File: config.mk
export PLATFORM = sky130hd
export DESIGN_NAME = dsrm_post
export DESIGN_NICKNAME = d
export VERILOG_FILES = /design/src/hw/rtl/dsrm_pkg.sv /design/src/hw/rtl/dsrm_post.sv
export SDC_FILE = /design/constraint.sdc
export NUM_CORES = 2
export LEC_CHECK = 0
export BUFFER_PORTS_ARGS = -buffer_cell sky130_fd_sc_hd__buf_2
export CORE_MARGIN = 1.5
export CORE_UTILIZATION = 60
export CTS_CLUSTER_DIAMETER = 150
export DETAILED_ROUTE_END_ITERATION = 7
export HOLD_SLACK_MARGIN = 0.12
export PLACE_DENSITY = 0.78
export SYNTH_ARGS = -nofsm -noshare
export SYNTH_HDL_FRONTEND = slang
export SYNTH_SLANG_ARGS = --single-unit
File: constraint.sdc
create_clock -name i_clk -period 15.9 [get_ports i_clk]
set_input_delay 3.975 -clock i_clk [delete_from_list [all_inputs] [get_ports i_clk]]
set_output_delay 3.975 -clock i_clk [all_outputs]
set_load 0.05 [all_outputs]
File: src/hw/rtl/dsrm_pkg.sv
`timescale 1ns / 1ps
package dsrm_pkg;

    localparam int FRAC_BITS_DEF = 16;
    localparam int REG_IDX_W     = 2;
    localparam int REG_W         = 32;

    typedef enum logic [1:0] {
        MODE_FIXED   = 2'd0,
        MODE_RADIUS  = 2'd1,
        MODE_SURFACE = 2'd2,
        MODE_VOLUME  = 2'd3
    } t_mode;

    localparam logic [REG_IDX_W-1:0] REG_MAP_MODE   = 2'd0;
    localparam logic [REG_IDX_W-1:0] REG_SCALE      = 2'd1;
    localparam logic [REG_IDX_W-1:0] REG_MIN_RADIUS = 2'd2;
    localparam logic [REG_IDX_W-1:0] REG_MAX_RADIUS = 2'd3;

    localparam logic [REG_W-1:0] SCALE_RST = 32'h0001_0000;
    localparam logic [REG_W-1:0] MIN_RST   = 32'h0000_0000;
    localparam logic [REG_W-1:0] MAX_RST   = 32'hFFFF_FFFF;

endpackage

File: src/hw/rtl/dsrm_post.sv
`timescale 1ns / 1ps
// Scale multiply, then truncate, saturate and clamp.
module dsrm_post #(
    parameter int FRAC_BITS = 16,
    parameter int NS        = 24,
    parameter int NC        = 21
) (
    input  logic              i_clk,
    input  logic              i_en,
    input  dsrm_pkg::t_mode   i_mode,
    input  logic [31:0]       i_scale,
    input  logic [31:0]       i_min,
    input  logic [31:0]       i_max,
    input  logic              i_neg,
    input  logic [30:0]       i_mag,
    input  logic [NS-1:0]     i_sq,
    input  logic [NC-1:0]     i_cb,
    output logic [31:0]       o_radius,
    output logic              o_inv
);

    logic [31:0] opnd;
    logic        inv;
    logic [63:0] n_prod;
    logic [63:0] r_prod;
    logic        r_inv;
    logic        sat;
    logic [63:0] shifted;
    logic [31:0] res;
    logic [31:0] r_radius;
    logic        r_oinv;

    always_comb begin
        inv = 1'b0;
        case (i_mode)
            dsrm_pkg::MODE_FIXED:   opnd = 32'd1 << FRAC_BITS;
            dsrm_pkg::MODE_RADIUS:  opnd = i_neg ? 32'd0 : {1'b0, i_mag};
            dsrm_pkg::MODE_SURFACE: begin
                opnd = {{(32-NS){1'b0}}, i_sq};
                inv  = i_neg;
            end
            dsrm_pkg::MODE_VOLUME:  begin
                opnd = {{(32-NC){1'b0}}, i_cb};
                inv  = i_neg;
            end
            default:                opnd = 32'd0;
        endcase
        n_prod = {32'd0, i_scale} * {32'd0, opnd};
    end

    always_comb begin
        shifted = r_prod >> FRAC_BITS;
        sat     = |shifted[63:32];
        res     = sat ? 32'hFFFF_FFFF : shifted[31:0];
        if (r_inv)
            res = i_min;
        if (res < i_min)
            res = i_min;
        if (res > i_max)
            res = i_max;
    end

    always_ff @(posedge i_clk) begin
        if (i_en) begin
            r_prod   <= n_prod;
            r_inv    <= inv;
            r_radius <= res;
            r_oinv   <= r_inv;
        end
    end

    assign o_radius = r_radius;
    assign o_inv    = r_oinv;

endmodule

==> impl_metrics.json <==
{
  "die_h_um": 257,
  "die-area_mm2": 0.0660,
  "relSlewSlack_pct": 26.0,
  "finalMaxSlewViolations": 0,
  "critPathCaptureType": "flip-flop",
  "max_freq_mhz": 73.5,
  "routedWlPerCell_um": 20.8,
  "cts_made_buffers": 9,
  "antenna_found_initial": 4,
  "final_util_pct": 64.0,
  "rr_startpoint": "r_prod[51]$_DFFE_PP_",
  "syn_to_final_growth_pct": 4.81,
  "yosysSeqAreaShare_pct": 6.36,
  "rrSetupSlack_ps": 8190,
  "fp.dieW_um": 257,
  "holdWs_ps": 724,
  "rsz0062_at_grt": "no",
  "hold_violations": 0,
  "drtIter0Drc": 2383,
  "core_mm2": 0.0634,
  "synth_top_family_by_area": "adder cells",
  "vias_per_cell": 5.73,
  "globalRouteOverflowTotal": 0,
  "hp-class": "flip-flop to flip-flop",
  "clockRootBuffer": "clkbuf_16",
  "place.gp.congestion": 0.975,
  "htree_levels": 3,
  "finalWirelength_mm": 106,
  "synth-adder-area-share_pct": 56.1,
  "grt_pass1_vias": 31400,
  "postRouteAntennaNets": 0,
  "synth_xor_area_share_pct": 1.06,
  "start_kind": "input port",
  "rr_worst_depth": 24,
  "grt_usage_pct": 33.4,
  "syn_nets": 5609,
  "cts.sinks": 82,
  "cp.required_ps": 16000,
  "min_period_over_period_pct": 85.6,
  "syn_area_mm2": 0.0387,
  "cp-endpoint": "r_prod[60]$_DFFE_PP_",
  "firstDrtPassIters": 7,
  "synth_cell_type_count": 62,
  "synth_cells": 4216,
  "synth_edf_count": 82,
  "place_hpwl_mm": 82.0,
  "ios": 210,
  "startpoint": "i_mode[0]",
  "drv_cap": 0,
  "clock_skew_ps": 6.20,
  "clock_path_buffers": 2,
  "grt_max_degree": 83,
  "async_flop_share_pct": 0,
  "period_minus_slack_ps": 13600,
  "synth_compound_area_share_pct": 5.03,
  "outcome": "finished, final reports clean",
  "yosys_warnings": 0,
  "worstSkewPairLatency_ps": 350,
  "setup.worst_path.class": "input port to flip-flop",
  "dr_total_vias": 29200,
  "timing.setup.tns_ps": 0,
  "critPathMaxStageDelay_ps": 710,
  "cts_tree": "done",
  "postCtsSetupBuffers": 0,
  "nets": 5625,
  "num_rows": 92,
  "crit_slowest_cell": "a22o_1",
  "cp_max_fo": 24,
  "dp_cells": 5067,
  "reg2reg_to": "o_radius[13]$_DFFE_PP_",
  "clkTransAtPathRegs_ps": 60,
  "initial_core_util_pct": 61.0,
  "synth.ff_latch_count": 82,
  "final_cells": 5088,
  "avgSynthCellArea_um2": 9.18,
  "worst_pin_slew_ps": 1110,
  "setup_viol_count_final": 0,
  "synth-simple-area-share_pct": 16.6,
  "crit_arrival_ps": 13700,
  "grt_pass1_wl_mm": 170,
  "cts_resized": 0,
  "hold_buffers": 0,
  "yosys-mux-area-fraction_pct": 2.76,
  "drc": 0,
  "layout-drive-gt1-share_pct": 8.57,
  "synthFlopType": "edfxtp_1",
  "port-buffer-count": 209
}
==> state kept, by name, summed over array words and instances, names as in the netlist <==
register  count
r_inv         1
o_radius     32
o_inv         1
r_prod       48
==> layer usage <==
| layer | wire, um | share of wire [%] | GRT usage (%) | up-vias |
|---|---|---|---|---|
| met5 | 0 | 0 | 0 | - |
| met1 | 38500 | 36 | 41.6 | 14800 |
| met2 | 51100 | 48 | 54.8 | 1387 |
| met3 | 9030 | 8.5 | 5.48 | 352 |
| met4 | 7330 | 6.9 | 20.0 | 0 |
| li1 | - | - | - | 12700 |
==> per-stage QoR <==
stage | worst slack [ps] | area (um^2)
final | 2300 | 40600
after global routing | 1930 | 40600
after global placement | 2490 | 40200
after CTS | 2530 | 40600
after detailed placement | 2210 | 40200
after floorplan | 3780 | 38700
==> worst min path at each step <==
stage	depth (start not counted)	to	from	slack [ps]
global placement	2	o_radius[0]$_DFFE_PP_	r_prod[16]$_DFFE_PP_	700
global route	2	o_radius[0]$_DFFE_PP_	r_prod[16]$_DFFE_PP_	760
finish	2	o_radius[0]$_DFFE_PP_	r_prod[16]$_DFFE_PP_	720
CTS	2	o_radius[0]$_DFFE_PP_	r_prod[16]$_DFFE_PP_	710
floorplan	0	o_inv$_DFFE_PP_	r_inv$_SDFFCE_PN0P_	420
detailed placement	2	o_radius[0]$_DFFE_PP_	r_prod[16]$_DFFE_PP_	710
==> synth_stat cells, types with 4 or more instances <==
| master | count | area, um^2 |
|---|---|---|
| and2_1 | 360 | 2250 |
| buf_1 | 5 | 18.8 |
| xor2_1 | 16 | 140 |
| a211oi_1 | 9 | 67.6 |
| and3_1 | 129 | 807 |
| o21bai_1 | 13 | 97.6 |
| nand2b_1 | 20 | 125 |
| o31ai_1 | 4 | 30.0 |
| o21a_1 | 9 | 67.6 |
| ha_1 | 350 | 4380 |
| nor4_1 | 5 | 31.3 |
| xnor2_1 | 31 | 272 |
| a22o_1 | 19 | 166 |
| inv_1 | 996 | 3740 |
| nand4_1 | 30 | 188 |
| fa_1 | 866 | 17300 |
| o211ai_1 | 6 | 45.0 |
| edfxtp_1 | 82 | 2460 |
| nand2_1 | 451 | 1690 |
| a22oi_1 | 4 | 30.0 |
| o21ai_0 | 42 | 210 |
| clkbuf_1 | 235 | 882 |
| nor3_1 | 12 | 60.1 |
| nor2_1 | 79 | 297 |
| mux2i_1 | 4 | 40.0 |
| a31oi_1 | 9 | 56.3 |
| nand3_1 | 16 | 80.1 |
| nor2b_1 | 118 | 738 |
| a21o_1 | 41 | 308 |
| a21oi_1 | 121 | 606 |
| mux2_2 | 54 | 608 |
| mux2_4 | 28 | 420 |
==> cell usage in the layout, fill, tap and decap left out, types with 5 or more instances in the layout <==
| master | Yosys | layout |
|---|---|---|
| inv_1 | 996 | 996 |
| fa_1 | 866 | 866 |
| nand2_1 | 451 | 451 |
| and2_1 | 360 | 360 |
| ha_1 | 350 | 350 |
| buf_2 | 2 | 208 |
| and3_1 | 129 | 129 |
| a21oi_1 | 121 | 120 |
| nor2b_1 | 118 | 118 |
| edfxtp_1 | 82 | 82 |
| nor2_1 | 79 | 79 |
| mux2_2 | 54 | 54 |
| o21ai_0 | 42 | 42 |
| buf_4 | 0 | 42 |
| a21o_1 | 41 | 41 |
| xnor2_1 | 31 | 31 |
| nand4_1 | 30 | 30 |
| mux2_4 | 28 | 28 |
| nand2b_1 | 20 | 20 |
| nand3_1 | 16 | 16 |
| xor2_1 | 16 | 16 |
| a22o_1 | 19 | 13 |
| o21bai_1 | 13 | 13 |
| nor3_1 | 12 | 12 |
| a211oi_1 | 9 | 9 |
| o21a_1 | 9 | 9 |
| a31oi_1 | 9 | 9 |
| clkbuf_16 | 0 | 9 |
| a22o_2 | 0 | 6 |
| o211ai_1 | 6 | 6 |
| diode_2 | 0 | 5 |
| nor4_1 | 5 | 5 |
==> layout make-up <==
type | instances | area (um^2)
Fill cell | 5179 | 22900
Timing Repair Buffer | 250 | 1360
Multi-Input combinational cell | 2893 | 31600
Clock inverter | 7 | 108
Inverter | 996 | 3740
Clock buffer | 9 | 225
Antenna cell | 5 | 12.5
Sequential cell | 82 | 2460
Tap cell | 846 | 1060
==> cell families after synthesis <==
family	count (synthesis)
adders and majority gates	1216
xor gates and xnor gates	47
muxes	86
AOI/OAI and AO/OA	306
and+or+nand+nor	1238
buffers and inverters	1241
DFF	82
==> worst max-delay path: cells and delay by family <==
kind	cells	cell delay, ps
AOI/OAI and AO/OA	7	2880
xor gates and xnor gates	1	140
adders and majority gates	9	4250
buffers and inverters	10	1250
and+or+nand+nor	3	1150
Power is not shown: default switching activity piles up to over one toggle a cycle in this logic, so the estimate is an artifact.
