[config.mk]
export PLATFORM = sky130hd
export DESIGN_NAME = dsrm_cell
export DESIGN_NICKNAME = d
export VERILOG_FILES = /design/src/hw/rtl/dsrm_cell.sv
export SDC_FILE = /design/constraint.sdc
export NUM_CORES = 1
export LEC_CHECK = 0
export BUFFER_PORTS_ARGS = -buffer_cell sky130_fd_sc_hd__clkbuf_2
export CAP_MARGIN = 25
export CORE_AREA = 3 3 232 234
export CTS_BUF_LIST = sky130_fd_sc_hd__clkbuf_2 sky130_fd_sc_hd__clkbuf_4 sky130_fd_sc_hd__clkbuf_8
export CTS_CLUSTER_SIZE = 25
export DETAILED_ROUTE_END_ITERATION = 6
export DIE_AREA = 0 0 235 237
export SLEW_MARGIN = 0
export SYNTH_ARGS = -nofsm -noshare
export SYNTH_HDL_FRONTEND = slang
export SYNTH_SLANG_ARGS = --single-unit
[constraint.sdc]
create_clock -name i_clk -period 7 [get_ports i_clk]
set_clock_uncertainty 0.05 [all_clocks]
set_input_delay 0.35 -clock i_clk [delete_from_list [all_inputs] [get_ports i_clk]]
set_output_delay 0.35 -clock i_clk [all_outputs]
set_load 0.02 [all_outputs]
[src/hw/rtl/dsrm_cell.sv]
`timescale 1ns / 1ps
// One digit of the square root and one digit of the cube root per cell, each only where DO_SQ or DO_CB is set.
module dsrm_cell #(
    parameter int NS    = 24,
    parameter int NC    = 21,
    parameter bit DO_SQ = 1'b1,
    parameter bit DO_CB = 1'b1
) (
    input  logic              i_clk,
    input  logic              i_en,
    input  logic              i_neg,
    input  logic [30:0]       i_mag,
    input  logic [2*NS-1:0]   i_xs,
    input  logic [NS-1:0]     i_ys,
    input  logic [NS+1:0]     i_rs,
    input  logic [3*NC-1:0]   i_xc,
    input  logic [NC-1:0]     i_yc,
    input  logic [2*NC-1:0]   i_sc,
    input  logic [2*NC+3:0]   i_rc,
    output logic              o_neg,
    output logic [30:0]       o_mag,
    output logic [2*NS-1:0]   o_xs,
    output logic [NS-1:0]     o_ys,
    output logic [NS+1:0]     o_rs,
    output logic [3*NC-1:0]   o_xc,
    output logic [NC-1:0]     o_yc,
    output logic [2*NC-1:0]   o_sc,
    output logic [2*NC+3:0]   o_rc
);

    localparam int RS = NS + 2;
    localparam int RC = 2 * NC + 4;

    logic [RS-1:0]     s_cand, s_t;
    logic              s_ok;
    logic [RC-1:0]     c_cand, c_t, c_s, c_y;
    logic              c_ok;

    logic [2*NS-1:0]   n_xs;
    logic [NS-1:0]     n_ys;
    logic [RS-1:0]     n_rs;
    logic [3*NC-1:0]   n_xc;
    logic [NC-1:0]     n_yc;
    logic [2*NC-1:0]   n_sc;
    logic [RC-1:0]     n_rc;

    logic              r_neg;
    logic [30:0]       r_mag;
    logic [2*NS-1:0]   r_xs;
    logic [NS-1:0]     r_ys;
    logic [RS-1:0]     r_rs;
    logic [3*NC-1:0]   r_xc;
    logic [NC-1:0]     r_yc;
    logic [2*NC-1:0]   r_sc;
    logic [RC-1:0]     r_rc;

    always_comb begin
        // square root: bring down two bits, try 4y+1
        s_cand = {i_rs[RS-3:0], i_xs[2*NS-1 -: 2]};
        s_t    = {i_ys, 2'b01};
        s_ok   = (s_cand >= s_t);
        n_xs   = i_xs;
        n_ys   = i_ys;
        n_rs   = i_rs;
        if (DO_SQ) begin
            n_xs = {i_xs[2*NS-3:0], 2'b00};
            n_ys = {i_ys[NS-2:0], s_ok};
            n_rs = s_ok ? (s_cand - s_t) : s_cand;
        end
        // cube root: bring down three bits, try 12*y^2 + 6*y + 1
        c_cand = {i_rc[RC-4:0], i_xc[3*NC-1 -: 3]};
        c_s    = {{(RC-2*NC){1'b0}}, i_sc};
        c_y    = {{(RC-NC){1'b0}}, i_yc};
        c_t    = (c_s << 3) + (c_s << 2) + (c_y << 2) + (c_y << 1) + {{(RC-1){1'b0}}, 1'b1};
        c_ok   = (c_cand >= c_t);
        n_xc   = i_xc;
        n_yc   = i_yc;
        n_sc   = i_sc;
        n_rc   = i_rc;
        if (DO_CB) begin
            n_xc = {i_xc[3*NC-4:0], 3'b000};
            n_yc = {i_yc[NC-2:0], c_ok};
            n_rc = c_ok ? (c_cand - c_t) : c_cand;
            n_sc = c_ok ? ((i_sc << 2) + ({{NC{1'b0}}, i_yc} << 2)
                           + {{(2*NC-1){1'b0}}, 1'b1})
                        : (i_sc << 2);
        end
    end

    always_ff @(posedge i_clk) begin
        if (i_en) begin
            r_neg <= i_neg;
            r_mag <= i_mag;
            r_xs  <= n_xs;
            r_ys  <= n_ys;
            r_rs  <= n_rs;
            r_xc  <= n_xc;
            r_yc  <= n_yc;
            r_sc  <= n_sc;
            r_rc  <= n_rc;
        end
    end

    assign o_neg = r_neg;
    assign o_mag = r_mag;
    assign o_xs  = r_xs;
    assign o_ys  = r_ys;
    assign o_rs  = r_rs;
    assign o_xc  = r_xc;
    assign o_yc  = r_yc;
    assign o_sc  = r_sc;
    assign o_rc  = r_rc;

endmodule

==> results.sh <==
export IMPL_top_layer="met5"
export IMPL_drt_vias_per_instance=5.051
export IMPL_cts_path_max_buffers=3
export IMPL_yosysTopAreaCellShare=0.4725
export IMPL_worstSetupStartpoint="i_yc[4]"
export IMPL_share_comb_of_total_power=0.479
export IMPL_setup_viol=0
export IMPL_placedCellCount=2936
export IMPL_crit_path_start_kind="input pin"
export IMPL_drtAntennaViolNets=0
export IMPL_cts_buffers=57
export IMPL_grt_total_usage=0.2465
export IMPL_clk_pin_slew_worst_paths_ps=60
export IMPL_outcome="completed"
export IMPL_critPathBufInv=6
export IMPL_synth_area_leader_cell="edfxtp_1"
export IMPL_syn_area_per_cell_um2=11.30
export IMPL_synthDistinctLibCells=79
export IMPL_routabilityCongestion=0.9368
export IMPL_regArea_um2=8889
export IMPL_dpl_cell_area_um2=22670
export IMPL_ios=606
export IMPL_cts_tree="done"
export IMPL_synth_ff_type="edfxtp_1"
export IMPL_critPathCapture="o_sc[34]"
export IMPL_stdcell_count=3307
export IMPL_critPathSlowestCell="dlygate4sd3_1"
export IMPL_slowest_delay_ps=520
export IMPL_die_x_um=235
export IMPL_synth_edff_count=296
export IMPL_core_area_um2=52240
export IMPL_fmax_ghz=0.1499
export IMPL_holdCritPathClass="in2reg"
export IMPL_ys_ff_latch=296
export IMPL_arrival_ps=6990
export IMPL_drtIter0Drc=917
export IMPL_rsz0062_at_grt="false"
export IMPL_slew_viol_final=0
export IMPL_synth_area_leaders="edfxtp_1 (47%), ha_1 (12%), fa_1 (4.6%)"
export IMPL_clkSinkCount=296
export IMPL_hpwl_mm=55.79
export IMPL_ctsRootBufferMaster="clkbuf_8"
export IMPL_overflow=0
export IMPL_syn_cell_area_um2=18810
export IMPL_ys_warnings_count=0
export IMPL_crit_cells=29
export IMPL_power_frac_clock=0.222
export IMPL_wl_met2_mm=34.24
export IMPL_grt_max_degree=167
export IMPL_p_seq_frac=0.300
export IMPL_dr_pass1_iters=5
export IMPL_p_sw_uw=3190
export IMPL_die_h_um=237
export IMPL_relSlewSlack=0.3009
export IMPL_crit_required_ps=7320
export IMPL_hold_viol=0
export IMPL_tightestPinTransition_ps=1038
export IMPL_setup_tns_final_ps=0
export IMPL_synthCells=1665
export IMPL_route_detailed_drc=0
export IMPL_grt_pass1_vias=17030
export IMPL_port_buffers=594
export IMPL_num_rows=84
export IMPL_cpLargestDelayFamily="compound AO/OA/AOI/OAI gates"
export IMPL_drt_met1_wl_mm=29.06
export IMPL_wl_mm=71.18
export IMPL_route_met3_wl_mm=4.836
export IMPL_nFillCells=4711
export IMPL_routed_via_count=16700
export IMPL_worstPathMaxFanout=4
export IMPL_initial_core_util=0.3601
export IMPL_syn_to_final_growth_pct=41.11
export IMPL_drive_above_1_share=0.2940
export IMPL_die_area_um2=55700
export IMPL_switching_share=0.4007
export IMPL_cp_end_kind="flop"
export IMPL_pwr_density_cell_nw_per_um2=299.9
export IMPL_ys_seq_area_frac=0.4725
export IMPL_h_tree_depth=2
export IMPL_async_flop_share=0
export IMPL_multi_input_area_um2=9245
export IMPL_min_period_over_period=0.9528
export IMPL_ir_drop_mv=0.1523
export IMPL_maxCapViolations=0
export IMPL_min_period_ps=6669
export IMPL_grt_first_pass_wirelength_mm=105.1
export IMPL_antenna_found_initial=13
export IMPL_drt_wirelength_per_cell_um=21.52
export IMPL_leakage_uw=0.01221
export IMPL_postLayoutCellArea_um2=26540
export IMPL_worstSetupPathType="in2reg"
export IMPL_nets=3097
export IMPL_power_internal_uw=4770
==> cells in the mapped netlist, drive strengths merged, types with 8 or more instances <==
library cell	n
o21a	19
a21oi	158
nor2	108
a31oi	15
inv	137
clkbuf	18
nor3	19
nand4	20
xor2	56
and2	8
fa	43
buf	22
mux2	23
nand3	25
a211oi	15
o31ai	8
nand2b	14
edfxtp	296
or3	8
nor2b	21
o21ai	73
nand2	112
xnor2	80
ha	178
a21o	74
o21bai	11
and3	15
==> cells by family (layout without fill, tap and decap cells) <==
kind of cell / after synthesis / after routing / share of synthesized area
compound gates: 439 / 439 / 0.1518
simple gates: 368 / 368 / 0.09166
flops: 296 / 296 / 0.4725
fa+ha+maj: 221 / 221 / 0.1642
buf+inv: 178 / 1124 / 0.04097
xor+xnor: 136 / 136 / 0.06332
mux: 26 / 26 / 0.01537
other cells: 1 / 9 / 0.0001994
==> sequential cells by signal, summed over array words and instances, names as in the netlist <==
signal	count
o_xc	60
o_rc	46
o_xs	46
o_sc	41
o_mag	31
o_rs	26
o_ys	24
o_yc	21
o_neg	1
==> area by class of cell <==
cell class / instances / share of cell area
timing repair buffer: 884 / 0.2218
multi-input combinational: 1196 / 0.3483
antenna: 3 / 0.0002828
clock buffer: 74 / 0.03460
sequential: 296 / 0.3349
clock inverter: 29 / 0.008249
inverter: 137 / 0.01947
tap: 688 / 0.03243
==> routing by layer <==
| layer | vias up | track usage |
|---|---|---|
| met1 | 8005 | 0.3019 |
| met3 | 125 | 0.05835 |
| met5 | - | 0 |
| met2 | 623 | 0.4198 |
| li1 | 7942 | - |
| met4 | 8 | 0.09831 |
==> placed cells by master (no fill, tap or decap), types with 5 or more instances in the layout <==
| master | instances |
|---|---|
| o31ai_1 | 7 |
| xor2_1 | 56 |
| nand3_1 | 25 |
| o211ai_1 | 5 |
| clkinv_1 | 16 |
| a21o_1 | 73 |
| o21bai_1 | 11 |
| nor2b_1 | 21 |
| clkinv_2 | 8 |
| nand4_1 | 20 |
| o21a_1 | 19 |
| clkbuf_4 | 16 |
| fa_1 | 42 |
| buf_4 | 25 |
| a211oi_1 | 14 |
| mux2_2 | 20 |
| nand2_1 | 112 |
| and2_1 | 7 |
| nand2b_1 | 14 |
| buf_12 | 5 |
| nor3_1 | 18 |
| edfxtp_1 | 296 |
| o21ai_0 | 64 |
| dlygate4sd3_1 | 259 |
| ha_1 | 176 |
| inv_1 | 136 |
| clkbuf_2 | 593 |
| conb_1 | 6 |
| xnor2_1 | 80 |
| a31oi_1 | 13 |
| a21oi_1 | 155 |
| clkbuf_8 | 58 |
| a211o_1 | 5 |
| or3_1 | 7 |
| nor2_1 | 107 |
| o21ai_1 | 6 |
| and3_1 | 15 |
==> power by group through the flow <==
stage          Combinational (uW)  Sequential [uW]  Clock [uW]
2_1_floorplan                2200             2730           0
3_3_place_gp                 3590             2420           0
3_5_place_dp                 3610             2420           0
4_1_cts                      3770             2390        1830
5_1_grt                      4190             2410        1900
6_report                     3810             2390        1760
==> how the worst min path moves through the flow <==
stage | start | to | slack [ps] | depth (start not counted)
after floorplan | i_mag[0] | o_mag[0] | 400 | 0
after detailed placement | i_mag[8] | o_mag[8] | 480 | 1
after CTS | i_xc[60] | o_rc[0] | 0.3 | 2
final | i_sc[38] | o_sc[40] | 60 | 2
after global routing | i_rs[7] | o_rs[9] | 30 | 2
after global placement | i_mag[19] | o_mag[19] | 480 | 1
==> stage by stage <==
stage / worst slack, ps / total power [uW] / util / hold WS, ps
2_1_floorplan: 630.0 / 4933 / - / 398.9
3_3_place_gp: 129.0 / 6006 / 0.4340 / 477.5
3_5_place_dp: 106.3 / 6028 / 0.4340 / 478.7
4_1_cts: 203.7 / 7980 / 0.5054 / 0.3234
5_1_grt: 4.948 / 8498 / 0.5081 / 29.50
6_report: 330.6 / 7960 / 0.5082 / 63.00
==> what timing repair did <==
| action | CTS | global route |
|---|---|---|
| hold buffers | 259 | 0 |
| resized for setup | 0 | 14 |
| endpoints found under the setup margin | 0 | 88 |
| buffers inserted | 0 | 5 |
| hold endpoints to repair | 259 | 0 |
No activity file was read; power rests on OpenSTA's default activity.
